[src/hdl/rbsor_pkg.sv]
`timescale 1ns / 1ps
// ----------------------------------------------------------------------------
// rbsor_pkg
// Shared types, codes and fixed-point helpers of the red-black SOR solver.
// ----------------------------------------------------------------------------
package rbsor_pkg;

    localparam int P_MAX_X      = 32;
    localparam int P_MAX_Y      = 32;
    localparam int P_MAX_Z      = 32;
    localparam int P_VALUE_BITS = 32;

    localparam int VB_EFF = (P_VALUE_BITS > 32) ? 32 : P_VALUE_BITS;
    localparam logic signed [39:0] V_MAX = (40'sd1 <<< (VB_EFF - 1)) - 40'sd1;
    localparam logic signed [39:0] V_MIN = -V_MAX - 40'sd1;
    localparam logic signed [31:0] V_ONE =
        (V_MAX < 40'sd65536) ? 32'(V_MAX) : 32'sd65536;

    // item operations
    localparam logic [1:0] OP_LOAD   = 2'd0;
    localparam logic [1:0] OP_SOLVE  = 2'd1;
    localparam logic [1:0] OP_READ   = 2'd2;
    localparam logic [1:0] OP_UNUSED = 2'd3;

    // result kinds
    localparam logic KIND_READ  = 1'b0;
    localparam logic KIND_SOLVE = 1'b1;

    // configuration register indexes
    localparam logic [2:0] CFG_TARGET = 3'd0;
    localparam logic [2:0] CFG_OMEGA  = 3'd1;
    localparam logic [2:0] CFG_LIMIT  = 3'd2;
    localparam logic [2:0] CFG_TOL    = 3'd3;
    localparam logic [2:0] CFG_STEP   = 3'd4;
    localparam logic [2:0] CFG_GX     = 3'd5;
    localparam logic [2:0] CFG_GY     = 3'd6;
    localparam logic [2:0] CFG_GZ     = 3'd7;

    typedef struct packed {
        logic [1:0]         operation;
        logic [14:0]        node_index;
        logic [31:0]        node_coefficient;
        logic signed [31:0] node_source;
        logic [7:0]         electrode_id;
    } t_item;

    typedef struct packed {
        logic signed [31:0] node_potential;
        logic [15:0]        iterations_used;
        logic               result_kind;
    } t_result;

    typedef struct packed {
        logic [7:0]  target_electrode;
        logic [14:0] relaxation_factor;
        logic [15:0] iteration_limit;
        logic [31:0] tolerance;
        logic [31:0] step_squared;
        logic [5:0]  grid_x;
        logic [5:0]  grid_y;
        logic [5:0]  grid_z;
    } t_cfg;

    typedef struct packed {
        logic load;        // load item transfer
        logic rd_item;     // read item transfer
        logic rd_en;       // node sweep read
        logic rd_center;   // the read is the centre node
        logic init_rd;     // start-potential sweep read
        logic div_start;
        logic relax;
        logic wr_upd;
        logic max_clr;
        logic solve_done;
    } t_dp_cmd;

    typedef struct packed {
        logic skip;
        logic div_busy;
        logic lt_tol;
    } t_dp_stat;

    function automatic logic signed [31:0] sat_val(input logic signed [39:0] v);
        logic signed [31:0] r;
        if (v > V_MAX) begin
            r = 32'(V_MAX);
        end else if (v < V_MIN) begin
            r = 32'(V_MIN);
        end else begin
            r = 32'(v);
        end
        return r;
    endfunction

endpackage

[src/hdl/rbsor_ctrl.sv]
`timescale 1ns / 1ps
// ----------------------------------------------------------------------------
// rbsor_ctrl
// Sequencer: item decode, start-potential sweep, red-black node walk and
// per-node step sequencing of the datapath.
// ----------------------------------------------------------------------------
module rbsor_ctrl
    import rbsor_pkg::*;
#(
    parameter int MAX_X = P_MAX_X,
    parameter int MAX_Y = P_MAX_Y,
    parameter int MAX_Z = P_MAX_Z,
    parameter int AW    = 15
) (
    input  logic          i_clk,
    input  logic          i_rst_n,
    input  logic          i_start,
    input  t_item         i_item,
    input  t_cfg          i_cfg,
    input  t_dp_stat      i_stat,
    output logic          o_busy,
    output t_dp_cmd       o_cmd,
    output logic [AW-1:0] o_rd_addr,
    output logic [AW-1:0] o_wr_addr,
    output logic [15:0]   o_iter
);

    localparam logic [3:0] S_IDLE    = 4'd0;
    localparam logic [3:0] S_INIT    = 4'd1;
    localparam logic [3:0] S_INITW   = 4'd2;
    localparam logic [3:0] S_SCAN    = 4'd3;
    localparam logic [3:0] S_NODE    = 4'd4;
    localparam logic [3:0] S_DRAIN   = 4'd5;
    localparam logic [3:0] S_DECIDE  = 4'd6;
    localparam logic [3:0] S_DIV     = 4'd7;
    localparam logic [3:0] S_RELAX   = 4'd8;
    localparam logic [3:0] S_WRITE   = 4'd9;
    localparam logic [3:0] S_ITEREND = 4'd10;
    localparam logic [3:0] S_DONE    = 4'd11;

    logic [3:0]  r_state, n_state;
    logic [17:0] r_n, n_n;
    logic [6:0]  r_i, n_i;
    logic [5:0]  r_j, n_j, r_k, n_k;
    logic        r_col, n_col;
    logic [2:0]  r_t, n_t;
    logic        r_w, n_w;
    logic [15:0] r_iter, n_iter;

    logic [5:0]  gx, gy, gz;
    logic [11:0] gxy, kg;
    logic [17:0] total, c18, a18;
    logic [16:0] iter_inc;

    always_comb begin
        gx = (i_cfg.grid_x < 6'd3) ? 6'd3 :
             ((32'(i_cfg.grid_x) > MAX_X) ? 6'(MAX_X) : i_cfg.grid_x);
        gy = (i_cfg.grid_y < 6'd3) ? 6'd3 :
             ((32'(i_cfg.grid_y) > MAX_Y) ? 6'(MAX_Y) : i_cfg.grid_y);
        gz = (i_cfg.grid_z < 6'd3) ? 6'd3 :
             ((32'(i_cfg.grid_z) > MAX_Z) ? 6'(MAX_Z) : i_cfg.grid_z);
        gxy   = 12'(gx) * 12'(gy);
        total = 18'(gxy) * 18'(gz);
        kg    = 12'(r_k) * 12'(gy) + 12'(r_j);
        c18   = 18'(kg) * 18'(gx) + 18'(r_i);
        case (r_t)
            3'd1:    a18 = c18 - 18'd1;
            3'd2:    a18 = c18 + 18'd1;
            3'd3:    a18 = c18 - 18'(gx);
            3'd4:    a18 = c18 + 18'(gx);
            3'd5:    a18 = c18 - 18'(gxy);
            3'd6:    a18 = c18 + 18'(gxy);
            default: a18 = c18;
        endcase
        iter_inc = 17'(r_iter) + 17'd1;
    end

    always_comb begin
        n_state = r_state;
        n_n     = r_n;
        n_i     = r_i;
        n_j     = r_j;
        n_k     = r_k;
        n_col   = r_col;
        n_t     = r_t;
        n_w     = r_w;
        n_iter  = r_iter;
        o_cmd   = '0;
        unique case (r_state)
            S_IDLE: begin
                if (i_start) begin
                    case (i_item.operation)
                        OP_LOAD:  o_cmd.load    = 1'b1;
                        OP_READ:  o_cmd.rd_item = 1'b1;
                        OP_SOLVE: begin
                            n_n     = '0;
                            n_state = S_INIT;
                        end
                        default: ;
                    endcase
                end
            end
            S_INIT: begin
                o_cmd.init_rd = 1'b1;
                if (r_n == total - 18'd1) begin
                    n_state = S_INITW;
                end else begin
                    n_n = r_n + 18'd1;
                end
            end
            S_INITW: begin
                n_iter = '0;
                if (i_cfg.iteration_limit == 16'd0) begin
                    n_state = S_DONE;
                end else begin
                    o_cmd.max_clr = 1'b1;
                    n_col   = 1'b0;
                    n_k     = 6'd1;
                    n_j     = 6'd1;
                    n_i     = 7'd2;
                    n_state = S_SCAN;
                end
            end
            S_SCAN: begin
                // walk to the next node of this colour, one row step a cycle
                if (r_i + 7'd1 < 7'(gx)) begin
                    n_t     = '0;
                    n_state = S_NODE;
                end else if (7'(r_j) + 7'd2 < 7'(gy)) begin
                    n_j = r_j + 6'd1;
                    n_i = 7'd1 + {6'd0, r_j[0] ^ r_k[0] ^ r_col};
                end else if (7'(r_k) + 7'd2 < 7'(gz)) begin
                    n_k = r_k + 6'd1;
                    n_j = 6'd1;
                    n_i = 7'd1 + {6'd0, ~(r_k[0] ^ r_col)};
                end else if (!r_col) begin
                    n_col = 1'b1;
                    n_k   = 6'd1;
                    n_j   = 6'd1;
                    n_i   = 7'd1;
                end else begin
                    n_state = S_ITEREND;
                end
            end
            S_NODE: begin
                o_cmd.rd_en     = 1'b1;
                o_cmd.rd_center = (r_t == 3'd0);
                if (r_t == 3'd6) begin
                    n_w     = 1'b0;
                    n_state = S_DRAIN;
                end else begin
                    n_t = r_t + 3'd1;
                end
            end
            S_DRAIN: begin
                n_w = 1'b1;
                if (r_w) begin
                    n_state = S_DECIDE;
                end
            end
            S_DECIDE: begin
                if (i_stat.skip) begin
                    n_i     = r_i + 7'd2;
                    n_state = S_SCAN;
                end else begin
                    o_cmd.div_start = 1'b1;
                    n_state = S_DIV;
                end
            end
            S_DIV: begin
                if (!i_stat.div_busy) begin
                    n_state = S_RELAX;
                end
            end
            S_RELAX: begin
                o_cmd.relax = 1'b1;
                n_state = S_WRITE;
            end
            S_WRITE: begin
                o_cmd.wr_upd = 1'b1;
                n_i     = r_i + 7'd2;
                n_state = S_SCAN;
            end
            S_ITEREND: begin
                n_iter = iter_inc[15:0];
                if (i_stat.lt_tol || iter_inc[15:0] == i_cfg.iteration_limit) begin
                    n_state = S_DONE;
                end else begin
                    o_cmd.max_clr = 1'b1;
                    n_col   = 1'b0;
                    n_k     = 6'd1;
                    n_j     = 6'd1;
                    n_i     = 7'd2;
                    n_state = S_SCAN;
                end
            end
            S_DONE: begin
                o_cmd.solve_done = 1'b1;
                n_state = S_IDLE;
            end
            default: n_state = S_IDLE;
        endcase
    end

    always_ff @(posedge i_clk) begin
        if (!i_rst_n) begin
            r_state <= S_IDLE;
            r_n     <= '0;
            r_i     <= '0;
            r_j     <= '0;
            r_k     <= '0;
            r_col   <= 1'b0;
            r_t     <= '0;
            r_w     <= 1'b0;
            r_iter  <= '0;
        end else begin
            r_state <= n_state;
            r_n     <= n_n;
            r_i     <= n_i;
            r_j     <= n_j;
            r_k     <= n_k;
            r_col   <= n_col;
            r_t     <= n_t;
            r_w     <= n_w;
            r_iter  <= n_iter;
        end
    end

    assign o_busy    = (r_state != S_IDLE);
    assign o_rd_addr = (r_state == S_IDLE) ? AW'(i_item.node_index) :
                       (r_state == S_INIT) ? AW'(r_n) : AW'(a18);
    assign o_wr_addr = AW'(c18);
    assign o_iter    = r_iter;

endmodule

[config.mk]
export PLATFORM = sky130hd
export DESIGN_NAME = rbsor_ctrl
export DESIGN_NICKNAME = d
export VERILOG_FILES = /design/src/hdl/rbsor_pkg.sv /design/src/hdl/rbsor_ctrl.sv
export SDC_FILE = /design/constraint.sdc
export NUM_CORES = 1
export LEC_CHECK = 0
export BUFFER_PORTS_ARGS = -buffer_cell sky130_fd_sc_hd__buf_2
export CAP_MARGIN = 10
export CORE_AREA = 2 2 176 178
export CTS_CLUSTER_SIZE = 25
export DETAILED_ROUTE_END_ITERATION = 8
export DIE_AREA = 0 0 178 180
export PLACE_DENSITY = 0.74
export SYNTH_ARGS = -nofsm -noshare
export SYNTH_HDL_FRONTEND = slang
export SYNTH_SLANG_ARGS = --single-unit
[constraint.sdc]
create_clock -name i_clk -period 18.1 [get_ports i_clk]
set_input_delay 3.62 -clock i_clk [delete_from_list [all_inputs] [get_ports i_clk]]
set_output_delay 3.62 -clock i_clk [all_outputs]
set_load 0.1 [all_outputs]
After elaboration in Yosys (flattened, before gate mapping)
Index checks and enable logic that the tools add are counted.
{"block": "word_totals", "regBits": 62, "in_bits": 216, "out_inout_bits": 57, "elab_cells": 179}
{"block": "op_classes", "addsub": 20, "multipliers": 4, "order_cmp": 9, "n_eq_ne": 41, "muxes": 72, "bitwise": 4, "n_reduce_logical": 20}
{"cell": "6-bit 2-to-1 mux", "count": 15}
{"cell": "15-bit one-hot mux with 6 select lines", "count": 1}
{"cell": "18-bit 2-to-1 mux", "count": 3}
{"cell": "7-bit 2-to-1 mux", "count": 7}
{"cell": "4-bit 2-to-1 mux", "count": 12}
{"cell": "4-bit one-hot mux with 11 select lines", "count": 1}
{"cell": "18-bit one-hot mux with 2 select lines", "count": 1}
{"cell": "6-bit one-hot mux with 3 select lines", "count": 2}
{"cell": "7-bit one-hot mux with 5 select lines", "count": 1}
{"cell": "16-bit one-hot mux with 2 select lines", "count": 1}
{"cell": "15-bit 2-to-1 mux", "count": 2}
{"cell": "2-bit != test, second input constant", "count": 14}
{"cell": "6-bit by 6-bit multiplier with 12-bit output", "count": 2}
{"cell": "7-bit by 6-bit < comparator with 1-bit output", "count": 3}
{"cell": "18-bit by 1-bit adder with 18-bit output, second input constant", "count": 1}
{"cell": "18-bit == test", "count": 1}
{"cell": "6-bit greater-than comparator, second input constant", "count": 3}
{"cell": "6-bit by 2-bit < comparator with 1-bit output, second input constant", "count": 3}
{"cell": "12-bit by 6-bit multiplier with 18-bit output", "count": 1}
{"cell": "6-bit AND reduction", "count": 3}
{"cell": "18-bit by 1-bit subtractor with 18-bit output, second input constant", "count": 1}
{"cell": "16-bit by 1-bit adder with 16-bit output, second input constant", "count": 1}
{"cell": "16-bit == test", "count": 1}
{"cell": "4-bit by 3-bit == test with 1-bit output, second input constant", "count": 4}
{"cell": "other kinds (48)", "count": 86}

Longest topological paths before layout
{"block": "logic_depth", "ltp_word": 11, "depth_mapped": 41, "depth_no_buf": 41}

Worst setup path before layout
Ideal clock, no wire load.
{"block": "synth_timing", "kind": "in2out", "from": "input port i_cfg[8] (netlist name)", "to": "output port o_rd_addr[10]", "t_arrival_ns": 15.274, "required_time_ns": 14.480, "setup_slack_ns": -0.794, "path_stages": 39, "path_buffers": 0, "path_cell_list": "nor3_1 > nor2_1 > nor2_1 > and2_1 > fa_1 > ha_1 > inv_1 > fa_1 > fa_1 > inv_1 > ha_1 > and2_1 > a31oi_1 > nand2b_1 > a21oi_1 > xor2_1 > nor2_1 > fa_1 > [... 3 more ...] > fa_1 > inv_1 > fa_1 > inv_1 > ha_1 > o21ai_0 > a21oi_1 > a21oi_1 > xnor2_1 > ha_1 > nand3_1 > nand2_1 > a41oi_1 > nand2b_1 > xnor2_1 > nor2_1 > a211oi_1 > o21ai_0"}
{"block": "synth_via", "elab_chain_len": 11, "word_cells_on_any_way": 18, "cone_classes": "8 x add/sub; 3 x mul; 2 x order compare; 5 x mux"}
{"element": "start: declaration", "line": "rbsor_ctrl.sv:19", "source": "input t_cfg i_cfg,"}
{"element": "6-bit greater-than comparator", "line": "rbsor_ctrl.sv:59", "source": "((32'(i_cfg.grid_y) > MAX_Y) ? 6'(MAX_Y) : i_cfg.grid_y);"}
{"element": "6-bit 2-to-1 mux", "line": "rbsor_ctrl.sv:59"}
{"element": "6-bit 2-to-1 mux *", "line": "rbsor_ctrl.sv:58", "source": "gy = (i_cfg.grid_y < 6'd3) ? 6'd3 :"}
{"element": "6-bit by 6-bit multiplier with 12-bit output *", "line": "rbsor_ctrl.sv:64", "source": "kg = 12'(r_k) * 12'(gy) + 12'(r_j);"}
{"element": "12-bit by 6-bit adder with 12-bit output *", "line": "rbsor_ctrl.sv:64"}
{"element": "12-bit by 6-bit multiplier with 15-bit output *", "line": "rbsor_ctrl.sv:65", "source": "c18 = 18'(kg) * 18'(gx) + 18'(r_i);"}
{"element": "15-bit by 7-bit adder with 15-bit output *", "line": "rbsor_ctrl.sv:65"}
{"element": "named net o_wr_addr[9]", "line": "rbsor_ctrl.sv:24", "source": "output logic [AW-1:0] o_wr_addr,"}
{"element": "15-bit by 12-bit adder with 15-bit output (tied with other cells)", "line": "rbsor_ctrl.sv:72", "source": "3'd6: a18 = c18 + 18'(gxy);"}
{"element": "15-bit one-hot mux with 6 select lines *", "line": "rbsor_ctrl.sv:66", "source": "case (r_t)"}
{"element": "15-bit 2-to-1 mux *", "line": "rbsor_ctrl.sv:231", "source": "(r_state == S_INIT) ? AW'(r_n) : AW'(a18);"}
{"element": "15-bit 2-to-1 mux *", "line": "rbsor_ctrl.sv:230", "source": "assign o_rd_addr = (r_state == S_IDLE) ? AW'(i_item.node_index) :"}
{"element": "end: declaration", "line": "rbsor_ctrl.sv:23", "source": "output logic [AW-1:0] o_rd_addr,"}
Mark *: on every way through the listed nets, which the timed path passes. The rest lies on a longest branch.

Worst setup path after layout
{"block": "layout_timing", "from": "input port i_cfg[11] (netlist name)", "to": "output port o_rd_addr[13]"}
{"block": "layout_via", "elab_chain_len": 11, "word_cells_on_any_way": 18, "cone_classes": "8 x add/sub; 3 x mul; 2 x order compare; 5 x mux"}
{"element": "6-bit greater-than comparator", "line": "rbsor_ctrl.sv:59"}
{"element": "6-bit 2-to-1 mux", "line": "rbsor_ctrl.sv:59"}
{"element": "6-bit 2-to-1 mux *", "line": "rbsor_ctrl.sv:58"}
{"element": "6-bit by 6-bit multiplier with 12-bit output", "line": "rbsor_ctrl.sv:64"}
{"element": "12-bit by 6-bit adder with 12-bit output", "line": "rbsor_ctrl.sv:64"}
{"element": "12-bit by 6-bit multiplier with 15-bit output", "line": "rbsor_ctrl.sv:65"}
{"element": "15-bit by 7-bit adder with 15-bit output", "line": "rbsor_ctrl.sv:65"}
{"element": "15-bit by 12-bit adder with 15-bit output (tied with other cells)", "line": "rbsor_ctrl.sv:72"}
{"element": "15-bit one-hot mux with 6 select lines *", "line": "rbsor_ctrl.sv:66"}
{"element": "15-bit 2-to-1 mux *", "line": "rbsor_ctrl.sv:231"}
{"element": "15-bit 2-to-1 mux *", "line": "rbsor_ctrl.sv:230"}
Mark *: on every way between the ends. The rest lies on a longest branch, timed or not.

==> flow_summary.json <==
{
  "worst_clock_skew_ns": 0.0109,
  "r2r_setup_slack_ns": 14.56,
  "crit_start": "i_cfg[11]",
  "area_delta_synth_final_pct": 9.33,
  "synth_seq_area_share": 0.0929,
  "rsz0062_at_grt": "no",
  "synth_nets": 2231,
  "grt_pass1_wl_mm": 60.0,
  "final.setup.tns_ns": 0,
  "cp_common_cell": "inv_1",
  "hold_viol": 0,
  "ant_nets": 0,
  "clk_latency_ns": 0.35,
  "synth_top_cell_area_share": 0.184,
  "worst_slack_ns": 0.683,
  "clock_sinks": 62,
  "grt_use_total": 0.230,
  "arrival_ns": 13.80,
  "synth_flop_cell": "dfxtp_1",
  "rows": 64,
  "nFillCells": 2922,
  "yosysTopAreaCell": "fa_1",
  "vias_per_cell": 5.72,
  "post_cts_resized": 0,
  "io_buffers": 113,
  "p_leak_nw": 7.01,
  "outcome": "completed",
  "drcViolationCount": 0,
  "tightest_slew_ns": 1.10,
  "die_y_um": 180,
  "dr_total_vias": 12600,
  "critical_path_class": "input pin to output port",
  "final_nets": 2302,
  "internal_power_w": 0.000568,
  "start_util": 0.443,
  "slew_headroom": 0.263,
  "grt_max_degree": 26,
  "synth_cell_types": 90,
  "hold_start": "r_w",
  "slowest_stage": "nor2b_1",
  "cap_violations": 0,
  "critPathMaxFanout": 13,
  "clk_pin_slew_ns": 0.05,
  "dp_hpwl_mm": 29.9,
  "synth_cells": 1725,
  "synth_most_common_cell": "nor2_1",
  "drt-pass1-iter-count": 5,
  "slew_viol_final": 0,
  "ys_seq_elements": 62,
  "clock_path_buffers": 2,
  "period_minus_slack_ns": 17.42,
  "p_comb_frac": 0.757,
  "antenna_found_initial": 1,
  "h-tree-depth": 3,
  "wl_per_cell_um": 16.6,
  "hp-class": "flip-flop to flip-flop",
  "power_switching_w": 0.000788,
  "root_buffer": "clkbuf_16",
  "dieArea_sq_um": 32000,
  "n_antenna_cell": 0,
  "grt_pass1_vias": 12500,
  "yosysWarnings": 0,
  "max_freq_mhz": 57.4,
  "max_stage_delay_ns": 0.66,
  "worstSetupStartpointType": "input pin",
  "holdBufCountCts": 0,
  "netlist_area_sq_um": 13400,
  "end_kind": "output port",
  "synth_edf_count": 0,
  "finalSetupViolations": 0,
  "drtIter0Drc": 773,
  "cp.required_ns": 14.48,
  "layout-drive-gt1-share": 0.105,
  "timing.rr.start": "r_k[2]",
  "cts_tree": "built",
  "cts_setup_buffers": 0,
  "yosys-top-cells-count": "213 x nor2_1, 204 x inv_1, 167 x ha_1",
  "gp_congestion": 0.906,
  "p_per_area_nw_per_um2": 92.8,
  "fp.coreArea_sq_um": 30200,
  "async_reset_ff_frac": 0,
  "swShare": 0.581,
  "dp_slack_ns": 0.780,
  "p_seq_frac": 0.118,
  "routed_wl_mm": 36.4,
  "numCtsBuffers": 9,
  "gr-total-overflow": 0,
  "clkPwrFrac": 0.126,
  "irDropWorstVdd_uv": 145,
  "ios": 273,
  "die_w_um": 178,
  "syn_avg_cell_area_sq_um": 7.75,
  "fin_crit_sh": 0.962,
  "synth_area_leaders": "fa_1 18%, ha_1 16%, dfxtp_1 9.3%"
}
placed cells by master, fill, tap and decap left out, types with 40 or more instances in the layout:
cell	Yosys	final
nor2_1	213	213
dfxtp_1	62	62
a21oi_1	84	84
ha_1	167	167
nor3_1	44	43
xnor2_1	77	70
nand2_1	146	146
and2_1	40	40
o21ai_0	59	58
fa_1	123	123
inv_1	204	204
xor2_1	47	47
buf_2	5	113
worst paths after layout:
| kind | end | cells after the start |
|---|---|---|
| setup / recovery | o_rd_addr[13] | 39 |
| setup reg to reg | r_i[6] | 13 |
| hold / removal | r_w | 2 |
| hold reg to reg | r_w | 2 |
critical path, delay by kind of cell:
family                     cells  cell delay (ns)
adders and majority gates     11             4.30
AOI/OAI and AO/OA              6             1.62
and+or+nand+nor               10             2.21
xor gates and xnor gates       2             0.57
buffers and inverters         10             1.45
routing by layer:
| layer | wire length (um) | global-route usage | part of all wire | up-vias |
|---|---|---|---|---|
| met1 | 15000 | 0.282 | 0.41 | 6075 |
| met2 | 17600 | 0.398 | 0.48 | 392 |
| met3 | 2260 | 0.0319 | 0.062 | 88 |
| met4 | 1490 | 0.0987 | 0.041 | 2 |
| li1 | - | - | - | 6005 |
| met5 | 7 | 0 | 0.00019 | - |
area by class of cell:
cell class                 count  area, sq um  share of cell area
clock buffer                   9          225              0.0154
tap                          396          495              0.0339
inverter                     209          785              0.0537
sequential                    62         1240              0.0850
clock inverter                 7         61.3             0.00420
multi-input combinational   1389        11100               0.763
timing repair buffer         125          656              0.0449
power groups by stage:
stage,combinational [W],sequential (W),clock (W)
after floorplan,0.000830,0.000154,0
after global placement,0.000993,0.000162,0
after detailed placement,0.00102,0.000162,0
after CTS,0.00102,0.000159,0.000172
after global routing,0.00112,0.000162,0.000179
final,0.00103,0.000160,0.000170
kinds of logic (layout without fill, tap and decap cells):
logic type / count (synthesis) / count (layout) / share of synthesized area
multiplexers: 24 / 24 / 0.0181
AO/OA/AOI/OAI: 311 / 311 / 0.158
XOR/XNOR: 125 / 125 / 0.0831
buffers and inverters: 274 / 350 / 0.0780
AND/OR/NAND/NOR: 639 / 639 / 0.229
flip-flops: 62 / 62 / 0.0929
adder cells (fa/ha/maj): 290 / 290 / 0.341
state kept, by name, summed over array words and instances (netlist names):
| register | flops |
|---|---|
| o_iter | 16 |
| r_col | 1 |
| r_w | 1 |
| r_state | 4 |
| r_k | 6 |
| r_t | 3 |
| r_j | 6 |
| r_i | 7 |
| r_n | 18 |
per-stage QoR:
| step | utilization | cells | cell area (sq um) | total power (W) | hold slack, ns |
|---|---|---|---|---|---|
| after CTS | 0.484 | 2197 | 14600 | 0.00135 | 0.476 |
| final | 0.484 | 2197 | 14600 | 0.00136 | 0.481 |
| after floorplan | - | 1725 | 13400 | 0.000984 | 0.440 |
| after global routing | 0.484 | 2197 | 14600 | 0.00146 | 0.509 |
| after global placement | 0.474 | 2181 | 14300 | 0.00116 | 0.459 |
| after detailed placement | 0.474 | 2181 | 14300 | 0.00118 | 0.470 |
(Power assumes the default switching activity.)
